### config.mk
export PLATFORM = sky130hd
export DESIGN_NAME = triangle_edge_function_raster
export DESIGN_NICKNAME = d
export VERILOG_FILES = /design/src/ter_pkg.sv /design/src/ter_ctrl.sv /design/src/ter_datapath.sv /design/src/triangle_edge_function_raster.sv
export SDC_FILE = /design/constraint.sdc
export NUM_CORES = 2
export LEC_CHECK = 0
export ABC_AREA = 1
export ABC_CLOCK_PERIOD_IN_PS = 32500
export BUFFER_PORTS_ARGS = -buffer_cell sky130_fd_sc_hd__buf_4
export CAP_MARGIN = 20
export CORE_ASPECT_RATIO = 0.7
export CORE_MARGIN = 8
export CORE_UTILIZATION = 50
export DETAILED_ROUTE_END_ITERATION = 8
export HOLD_SLACK_MARGIN = 0.12
export PLACE_DENSITY = 0.66
export SETUP_SLACK_MARGIN = 0.15
export SYNTH_ARGS = -nofsm -noshare
export SYNTH_HDL_FRONTEND = slang
export SYNTH_SLANG_ARGS = --single-unit
### constraint.sdc
create_clock -name clk -period 32.5 [get_ports clk]
set_input_delay 6.5 -clock clk [delete_from_list [all_inputs] [get_ports clk]]
set_output_delay 6.5 -clock clk [all_outputs]
set_load 0.05 [all_outputs]
### src/ter_pkg.sv
`timescale 1ns / 1ps

package ter_pkg;

  // Fixed field widths.
  localparam int COORD_BITS = 16;
  localparam int FRAME_BITS = 13;
  localparam int PIX_BITS   = 12;
  localparam int COLOR_BITS = 32;
  localparam int CFG_IDX_W  = 2;

  // Box limits hold vertex coordinates and the frame size (up to 4096).
  localparam int BOX_W = ((COORD_BITS > FRAME_BITS) ? COORD_BITS : FRAME_BITS) + 1;
  // Edge coefficients a and b are coordinate differences.
  localparam int COEF_W = COORD_BITS + 1;
  // Multiplier operand that is a box limit minus a vertex coordinate.
  localparam int OPD_W = BOX_W + 1;
  // Product and doubled edge value widths.
  localparam int PROD_W = COEF_W + OPD_W;
  localparam int EDGE_W = PROD_W + 3;

  localparam logic [FRAME_BITS-1:0] FRAME_MAX   = FRAME_BITS'(4096);
  localparam logic [FRAME_BITS-1:0] FRAME_W_RST = FRAME_BITS'(640);
  localparam logic [FRAME_BITS-1:0] FRAME_H_RST = FRAME_BITS'(480);

  // Configuration register indexes.
  localparam logic [CFG_IDX_W-1:0] REG_FRAME_WIDTH  = CFG_IDX_W'(0);
  localparam logic [CFG_IDX_W-1:0] REG_FRAME_HEIGHT = CFG_IDX_W'(1);

  // Request modes.
  localparam logic MODE_START = 1'b0;
  localparam logic MODE_STEP  = 1'b1;

  // Setup product pair that forms the signed triangle area; pairs 1..3 are the edges.
  localparam logic [1:0] PAIR_AREA = 2'd0;

  typedef logic signed [COORD_BITS-1:0] coord_t;
  typedef logic signed [COEF_W-1:0]     coef_t;
  typedef logic signed [BOX_W-1:0]      box_t;
  typedef logic signed [OPD_W-1:0]      opd_t;
  typedef logic signed [PROD_W-1:0]     prod_t;
  typedef logic signed [EDGE_W-1:0]     edge_t;
  typedef logic [FRAME_BITS-1:0]        frame_t;

  typedef struct packed {
    logic                  mode;
    coord_t                vert0_x;
    coord_t                vert0_y;
    coord_t                vert1_x;
    coord_t                vert1_y;
    coord_t                vert2_x;
    coord_t                vert2_y;
    logic [COLOR_BITS-1:0] fill_color;
  } cmd_item_t;

  typedef struct packed {
    logic [PIX_BITS-1:0]   pixel_x;
    logic [PIX_BITS-1:0]   pixel_y;
    logic                  covered;
    logic [COLOR_BITS-1:0] pixel_color;
    logic                  last_pixel;
  } pix_item_t;

  typedef enum logic [1:0] {
    ST_IDLE,
    ST_LOAD,
    ST_MUL,
    ST_RUN
  } state_t;

  // Commands from the controller to the datapath.
  typedef struct packed {
    logic       load_vert;
    logic       setup;
    logic       op_en;
    logic [1:0] op_sel;
    logic       acc_en;
    logic [1:0] acc_sel;
    logic       step;
  } dp_cmd_t;

  // Status from the datapath to the controller.
  typedef struct packed {
    logic box_empty;
    logic last;
  } dp_status_t;

endpackage

### src/ter_ctrl.sv
`timescale 1ns / 1ps

module ter_ctrl
  import ter_pkg::*;
(
  input  logic       clk,
  input  logic       rst,
  input  logic       cmd_valid,
  input  logic       cmd_mode,
  output logic       cmd_stall,
  output logic       pix_valid,
  input  logic       pix_stall,
  output dp_cmd_t    dp_cmd,
  input  dp_status_t dp_status
);

  // Four operand pairs, then the operand and product registers before the last sum is written.
  localparam int MUL_OPS  = 4;
  localparam int ACC_LAT  = 2;
  localparam int CNT_W    = $clog2(MUL_OPS + ACC_LAT);
  localparam logic [CNT_W-1:0] CNT_LAST = CNT_W'(MUL_OPS + ACC_LAT - 1);

  state_t           state;
  state_t           state_next;
  logic [CNT_W-1:0] cnt;
  logic [CNT_W-1:0] cnt_next;
  logic             pix_valid_next;
  logic             accept;

  // New requests wait during setup and while a result is held.
  assign cmd_stall = (state == ST_LOAD) || (state == ST_MUL) || (pix_valid && pix_stall);
  assign accept    = cmd_valid && !cmd_stall;

  always_ff @(posedge clk) begin
    if (rst) begin
      state     <= ST_IDLE;
      cnt       <= '0;
      pix_valid <= 1'b0;
    end else begin
      state     <= state_next;
      cnt       <= cnt_next;
      pix_valid <= pix_valid_next;
    end
  end

  // Next state and datapath commands.
  always_comb begin
    state_next     = state;
    cnt_next       = cnt;
    dp_cmd         = '0;
    unique case (state) inside
      ST_IDLE, ST_RUN: begin
        if (accept && (cmd_mode == MODE_START)) begin
          dp_cmd.load_vert = 1'b1;
          state_next       = ST_LOAD;
        end else if (accept && (state == ST_RUN)) begin
          dp_cmd.step = 1'b1;
          if (dp_status.last) begin
            state_next = ST_IDLE;
          end
        end
      end
      ST_LOAD: begin
        dp_cmd.setup = 1'b1;
        cnt_next     = '0;
        state_next   = ST_MUL;
      end
      ST_MUL: begin
        dp_cmd.op_en   = (cnt < CNT_W'(MUL_OPS));
        dp_cmd.op_sel  = cnt[1:0];
        dp_cmd.acc_en  = (cnt >= CNT_W'(ACC_LAT));
        dp_cmd.acc_sel = 2'(cnt - CNT_W'(ACC_LAT));
        cnt_next       = cnt + CNT_W'(1);
        if (cnt == CNT_LAST) begin
          state_next = dp_status.box_empty ? ST_IDLE : ST_RUN;
        end
      end
      default: begin
        state_next = ST_IDLE;
      end
    endcase
    pix_valid_next = dp_cmd.step || (pix_valid && pix_stall);
  end

endmodule

### src/ter_datapath.sv
`timescale 1ns / 1ps

module ter_datapath
  import ter_pkg::*;
(
  input  logic                 clk,
  input  logic                 rst,
  input  cmd_item_t            cmd,
  input  logic                 cfg_we,
  input  logic [CFG_IDX_W-1:0] cfg_index,
  input  frame_t               cfg_data,
  input  dp_cmd_t              dp_cmd,
  output dp_status_t           dp_status,
  output pix_item_t            pix
);

  frame_t                frame_width;
  frame_t                frame_height;
  coord_t                vx [3];
  coord_t                vy [3];
  logic [COLOR_BITS-1:0] held_color;
  coef_t                 edge_a [3];
  coef_t                 edge_b [3];
  edge_t                 row_val [3];
  edge_t                 pix_val [3];
  box_t                  box_left;
  box_t                  box_right;
  box_t                  box_top;
  box_t                  box_bottom;
  box_t                  cur_col;
  box_t                  cur_row;
  coef_t                 op_a0;
  opd_t                  op_d0;
  coef_t                 op_a1;
  opd_t                  op_d1;
  prod_t                 prod0;
  prod_t                 prod1;
  logic                  d_neg;

  coord_t                lo_x;
  coord_t                hi_x;
  coord_t                lo_y;
  coord_t                hi_y;
  box_t                  w_lim;
  box_t                  h_lim;
  box_t                  left_c;
  box_t                  top_c;
  box_t                  right_c;
  box_t                  bottom_c;
  logic [1:0]            op_idx;
  logic [1:0]            acc_idx;
  edge_t                 prod_sum;
  edge_t                 edge_sum;
  edge_t                 edge_val;
  logic                  covered;

  // Bounding box of the vertices, clipped to the frame.
  always_comb begin
    lo_x = vx[0];
    hi_x = vx[0];
    lo_y = vy[0];
    hi_y = vy[0];
    for (int i = 1; i < 3; i++) begin
      if (vx[i] < lo_x) lo_x = vx[i];
      if (vx[i] > hi_x) hi_x = vx[i];
      if (vy[i] < lo_y) lo_y = vy[i];
      if (vy[i] > hi_y) hi_y = vy[i];
    end
    w_lim    = box_t'($signed({1'b0, (frame_width > FRAME_MAX) ? FRAME_MAX : frame_width}));
    h_lim    = box_t'($signed({1'b0, (frame_height > FRAME_MAX) ? FRAME_MAX : frame_height}));
    left_c   = (lo_x < 0) ? '0 : box_t'(lo_x);
    top_c    = (lo_y < 0) ? '0 : box_t'(lo_y);
    right_c  = ((box_t'(hi_x) > w_lim) ? w_lim : box_t'(hi_x)) - box_t'(1);
    bottom_c = ((box_t'(hi_y) > h_lim) ? h_lim : box_t'(hi_y)) - box_t'(1);
  end

  // Edge sums: pair indexes 1..3 map to edges 0..2.
  assign op_idx   = dp_cmd.op_sel - 2'd1;
  assign acc_idx  = dp_cmd.acc_sel - 2'd1;
  assign prod_sum = edge_t'(prod0) + edge_t'(prod1);
  assign edge_sum = (prod_sum <<< 1) + edge_t'(edge_a[acc_idx]) + edge_t'(edge_b[acc_idx]);
  assign edge_val = d_neg ? -edge_sum : edge_sum;

  assign covered = !pix_val[0][EDGE_W-1] && !pix_val[1][EDGE_W-1] && !pix_val[2][EDGE_W-1];

  assign dp_status.box_empty = (box_left > box_right) || (box_top > box_bottom);
  assign dp_status.last      = (cur_col == box_right) && (cur_row == box_bottom);

  // Frame size registers.
  always_ff @(posedge clk) begin
    if (rst) begin
      frame_width  <= FRAME_W_RST;
      frame_height <= FRAME_H_RST;
    end else if (cfg_we) begin
      unique case (cfg_index)
        REG_FRAME_WIDTH:  frame_width  <= cfg_data;
        REG_FRAME_HEIGHT: frame_height <= cfg_data;
        default: ;
      endcase
    end
  end

  // Vertex capture and edge coefficients.
  always_ff @(posedge clk) begin
    if (dp_cmd.load_vert) begin
      vx[0]      <= cmd.vert0_x;
      vy[0]      <= cmd.vert0_y;
      vx[1]      <= cmd.vert1_x;
      vy[1]      <= cmd.vert1_y;
      vx[2]      <= cmd.vert2_x;
      vy[2]      <= cmd.vert2_y;
      held_color <= cmd.fill_color;
    end
    if (dp_cmd.setup) begin
      for (int i = 0; i < 3; i++) begin
        edge_a[i] <= coef_t'(vy[(i + 1) % 3]) - coef_t'(vy[i]);
        edge_b[i] <= coef_t'(vx[i]) - coef_t'(vx[(i + 1) % 3]);
      end
    end else if (dp_cmd.acc_en && (dp_cmd.acc_sel != PAIR_AREA)) begin
      // Orient the edge so the inside is on its non-negative side.
      for (int i = 0; i < 3; i++) begin
        if (acc_idx == 2'(i) && d_neg) begin
          edge_a[i] <= -edge_a[i];
          edge_b[i] <= -edge_b[i];
        end
      end
    end
  end

  // Operand stage, then the product registers.
  always_ff @(posedge clk) begin
    if (dp_cmd.op_en) begin
      if (dp_cmd.op_sel == PAIR_AREA) begin
        op_a0 <= edge_a[0];
        op_d0 <= opd_t'(vx[2]) - opd_t'(vx[0]);
        op_a1 <= edge_b[0];
        op_d1 <= opd_t'(vy[2]) - opd_t'(vy[0]);
      end else begin
        op_a0 <= edge_a[op_idx];
        op_d0 <= opd_t'(box_left) - opd_t'(vx[op_idx]);
        op_a1 <= edge_b[op_idx];
        op_d1 <= opd_t'(box_top) - opd_t'(vy[op_idx]);
      end
    end
    prod0 <= op_a0 * op_d0;
    prod1 <= op_a1 * op_d1;
  end

  // Area sign decides whether every edge is negated.
  always_ff @(posedge clk) begin
    if (rst) begin
      d_neg <= 1'b0;
    end else if (dp_cmd.acc_en && (dp_cmd.acc_sel == PAIR_AREA)) begin
      d_neg <= prod_sum[EDGE_W-1];
    end
  end

  // Box, cursor and edge values: set up on start, stepped per pixel.
  always_ff @(posedge clk) begin
    if (dp_cmd.setup) begin
      box_left   <= left_c;
      box_right  <= right_c;
      box_top    <= top_c;
      box_bottom <= bottom_c;
      cur_col    <= left_c;
      cur_row    <= top_c;
    end else if (dp_cmd.acc_en && (dp_cmd.acc_sel != PAIR_AREA)) begin
      for (int i = 0; i < 3; i++) begin
        if (acc_idx == 2'(i)) begin
          row_val[i] <= edge_val;
          pix_val[i] <= edge_val;
        end
      end
    end else if (dp_cmd.step && !dp_status.last) begin
      if (cur_col < box_right) begin
        cur_col <= cur_col + box_t'(1);
        for (int i = 0; i < 3; i++) begin
          pix_val[i] <= pix_val[i] + (edge_t'(edge_a[i]) <<< 1);
        end
      end else begin
        cur_col <= box_left;
        cur_row <= cur_row + box_t'(1);
        for (int i = 0; i < 3; i++) begin
          row_val[i] <= row_val[i] + (edge_t'(edge_b[i]) <<< 1);
          pix_val[i] <= row_val[i] + (edge_t'(edge_b[i]) <<< 1);
        end
      end
    end
  end

  // Result register.
  always_ff @(posedge clk) begin
    if (dp_cmd.step) begin
      pix.pixel_x     <= cur_col[PIX_BITS-1:0];
      pix.pixel_y     <= cur_row[PIX_BITS-1:0];
      pix.covered     <= covered;
      pix.pixel_color <= held_color;
      pix.last_pixel  <= dp_status.last;
    end
  end

endmodule

### src/triangle_edge_function_raster.sv
`timescale 1ns / 1ps

// Flat-colored triangle rasterizer using edge functions. A start request
// loads three vertices and a color; setup then runs in a load state (the
// clipped bounding box and edge coefficients) and a multiply state (a shared
// pair of multipliers forms the triangle area sign and the doubled edge
// values at the first box pixel), with cmd_stall high. Each step request
// then visits one box pixel in raster order and returns its coordinates, a
// covered flag, the color and a last mark, one pixel per cycle while
// pix_stall stays low. Pixels are sampled at their centers. Step requests
// with no triangle loaded give no result. The user must write the frame size
// registers (0: width, 1: height) only while idle; it is not enforced.

module triangle_edge_function_raster
  import ter_pkg::*;
(
  input  logic                 clk,
  input  logic                 rst,
  input  logic                 cmd_valid,
  output logic                 cmd_stall,
  input  cmd_item_t            cmd,
  output logic                 pix_valid,
  input  logic                 pix_stall,
  output pix_item_t            pix,
  input  logic                 cfg_valid,
  output logic                 cfg_ready,
  input  logic [CFG_IDX_W-1:0] cfg_index,
  input  frame_t               cfg_data
);

  dp_cmd_t    dp_cmd;
  dp_status_t dp_status;

  // Configuration writes are always taken.
  assign cfg_ready = 1'b1;

  ter_ctrl u_ctrl (
    .clk       (clk),
    .rst       (rst),
    .cmd_valid (cmd_valid),
    .cmd_mode  (cmd.mode),
    .cmd_stall (cmd_stall),
    .pix_valid (pix_valid),
    .pix_stall (pix_stall),
    .dp_cmd    (dp_cmd),
    .dp_status (dp_status)
  );

  ter_datapath u_datapath (
    .clk       (clk),
    .rst       (rst),
    .cmd       (cmd),
    .cfg_we    (cfg_valid && cfg_ready),
    .cfg_index (cfg_index),
    .cfg_data  (cfg_data),
    .dp_cmd    (dp_cmd),
    .dp_status (dp_status),
    .pix       (pix)
  );

endmodule

==> reports/qor.csv <==
metric;value;unit
result of the run;finished, final reports clean;
clock-pin slew on the worst setup and hold paths;0.07;ns
minimum setup slack after placement;18.99;ns
area added between synthesis and finish;7.97;%
Data required, critical path;26.00;ns
dpl cell area;88800;um2
H-tree lvl count;3;
Slew headroom;0.212;
fin worst setup slack;18.99;ns
share of async-settable or async-resettable flops after synthesis;0;
number of hold violations in the final report;0;
Syn Std Cell Area;85200;um2
average cell area after synthesis;7.88;um2
count of flip-flops with a built-in enable after synthesis;678;
biggest cell delay along the critical path;0.20;ns
share of the synthesized area in the top cell type;0.239;
DRC violations left;0;
setup repair after global routing missed its margin;no;
cts repair resizes;0;
Post-Route Setup TNS;0;ns
share of the yosys chip area belonging to registers;0.263;
worst reg2reg path depth;42;
total of hold buffers inserted after clock tree synthesis;0;
Die Outline Area;184000;um2
post-synthesis cell type with the largest combined area;edfxtp_1;
number of nets at the end of the flow;12400;
height of the chip;361;um
number of max-cap violations;0;
Top FF cell, synth;edfxtp_1;
average wire per standard cell;23.9;um
crit path max-delay cell type;buf_4;
register-to-register setup slack;23.89;ns
class of the worst hold path;reg -> reg;
reg-to-reg startpoint;u_datapath.vy[0][15]$_DFFE_PP_;
Critical Path Start;pix_stall;
critical path data arrival time;7.01;ns
Pre-Repair DR Iteration Count;7;
number of different library cells in the post-synthesis netlist;72;
type of the worst setup path;in -> out;
reg2reg end;u_datapath.box_bottom[8]$_DFFE_PP_;
crit start category;input port;
top fanout value on the critical path;3;
Net Count, Synth;12400;
CP Capture Type;primary output;
total routed wirelength;314000;um
DRC marker count from the first detailed-route iteration;9255;
clock period minus worst slack;13.51;ns
TritonCTS clock tree;built;
cell types with the largest area share after synthesis;edfxtp_1, fa_1, nand2_1;
pin count of the biggest net entering global routing;85;
wire length of the first global-routing pass;463000;um
CTS Buffer Depth;3;
weighted congestion reported at the end of routability-driven placement;1.04;
Die Width;509;um
IO Pins;210;
start point of the worst min-delay path;u_datapath.held_color[19]$_DFFE_PP_;
worst clock skew on the final layout;0.0605;ns
buffer count from post-CTS setup fixing;0;
All-Layer GR Usage;0.332;
worst skew pair latency;0.76;ns
destination of the critical timing path;cmd_stall;
sink count of the clock tree;781;
I/O Buffers;208;
most instantiated cells after synthesis;nand2_1, inv_1, a21oi_1;
Min Hold Slack;0.408;ns
vias per std cell;5.81;
Yosys Warn Count;0;
antenna-violating nets left;0;
transition time at the pin with the least slew margin;1.18;ns
Vias;76500;
share of the cycle needed by the critical path after routing;0.416;
number of rows created at floorplan;126;
via count of the first global-routing pass;72300;
Finished Cell Area;91900;um2
TritonCTS buffer count;87;
total gr overflow;0;
Initial Utilization;0.504;
Detail Placement HPWL;256000;um
final-report setup violation count;0;
Gate Count Post-Synth;10800;
cell at the root of the clock tree;clkbuf_16;
cells traversed along the worst timing path;buf_4 > nand2_1 > nand2_1 > buf_4;
final number of max-transition violations;0;
Yosys reg bits;781;
cell with the most instances after synthesis;nand2_1;
fraction of layout cells with a size suffix above 1;0.0546;
top achievable clock speed;74.0;MHz
number of antenna violations at the first check in global routing;15;
core area;169000;um2
cells in the final DEF (no fill, tap or decap), types with 16 or more instances in the layout:
| cell | instances |
|---|---|
| a211oi_1 | 19 |
| a21boi_0 | 27 |
| a21o_1 | 27 |
| a21oi_1 | 787 |
| a22oi_1 | 35 |
| a31oi_1 | 52 |
| and2_1 | 34 |
| buf_4 | 280 |
| clkbuf_16 | 91 |
| dfxtp_1 | 103 |
| edfxtp_1 | 678 |
| fa_1 | 675 |
| ha_1 | 758 |
| inv_1 | 1757 |
| inv_2 | 17 |
| nand2_1 | 2663 |
| nand2_2 | 24 |
| nand3_1 | 368 |
| nand3_2 | 16 |
| nand4_1 | 94 |
| nor2_1 | 630 |
| nor3_1 | 91 |
| nor4_1 | 39 |
| o211ai_1 | 30 |
| o21a_1 | 45 |
| o21ai_0 | 731 |
| o21ai_1 | 49 |
| o21bai_1 | 27 |
| o221ai_1 | 16 |
| o22ai_1 | 19 |
| o31ai_1 | 25 |
| or2_2 | 46 |
| xnor2_1 | 171 |
| xor2_1 | 266 |
worst max-delay path: cells and delay by family:
family,cells,cell delay (ns)
and+or+nand+nor,2,0.20
buffers and inverters,2,0.31
area by class of cell:
class | count | area (um2)
repair buffers | 282 | 2120
inverters | 1778 | 6680
clock buffers | 108 | 2390
clock inverters | 53 | 692
fillers | 15900 | 76900
well taps | 2240 | 2800
diodes | 6 | 15.0
multi-input cells | 7920 | 54800
flip-flops and latches | 781 | 22400
registers in the layout (all words and copies together), names as in the netlist, 18 cells and up:
name	count
u_datapath.edge_a	51
u_datapath.pix_val	111
u_datapath.prod1	35
u_datapath.op_d1	18
u_datapath.edge_b	51
u_datapath.op_d0	18
u_datapath.vx	48
u_datapath.pix	58
u_datapath.row_val	111
u_datapath.prod0	35
u_datapath.vy	48
u_datapath.held_color	32
how the worst min path moves through the flow:
stage	endpoint	slack, ns	cells after the start
floorplan	u_datapath.pix[10]$_DFFE_PP_	0.40	0
global placement	u_datapath.pix[29]$_DFFE_PP_	0.40	0
detailed placement	u_datapath.pix[25]$_DFFE_PP_	0.40	0
CTS	u_datapath.pix[20]$_DFFE_PP_	0.41	0
global route	u_datapath.pix[4]$_DFFE_PP_	0.42	0
finish	u_datapath.pix[20]$_DFFE_PP_	0.41	0
metal layers:
metal | GRT usage | wire (um) | up-vias
met5 | 0 | 20 | -
met1 | 0.498 | 142000 | 37000
met4 | 0.0652 | 6860 | 2
li1 | - | - | 35300
met3 | 0.0974 | 38700 | 359
met2 | 0.474 | 127000 | 3903
cell families (layout without fill, tap and decap cells):
group	after synthesis	after routing	share of synthesized area
simple gates	4077	4077	0.199
xor+xnor	437	437	0.0449
compound gates	1962	1962	0.127
mux	8	8	0.000940
fa+ha+maj	1435	1435	0.270
flops	781	781	0.263
other cells	1	7	0.0000440
buf+inv	2108	2221	0.0943
metrics by stage:
stage | std cells | util
after floorplan | 10800 | -
after global placement | 13000 | 0.526
after detailed placement | 13000 | 0.526
after CTS | 13200 | 0.544
after global routing | 13200 | 0.544
final | 13200 | 0.545
Power is not shown: default switching activity piles up to over one toggle a cycle in this logic, so the estimate is an artifact.
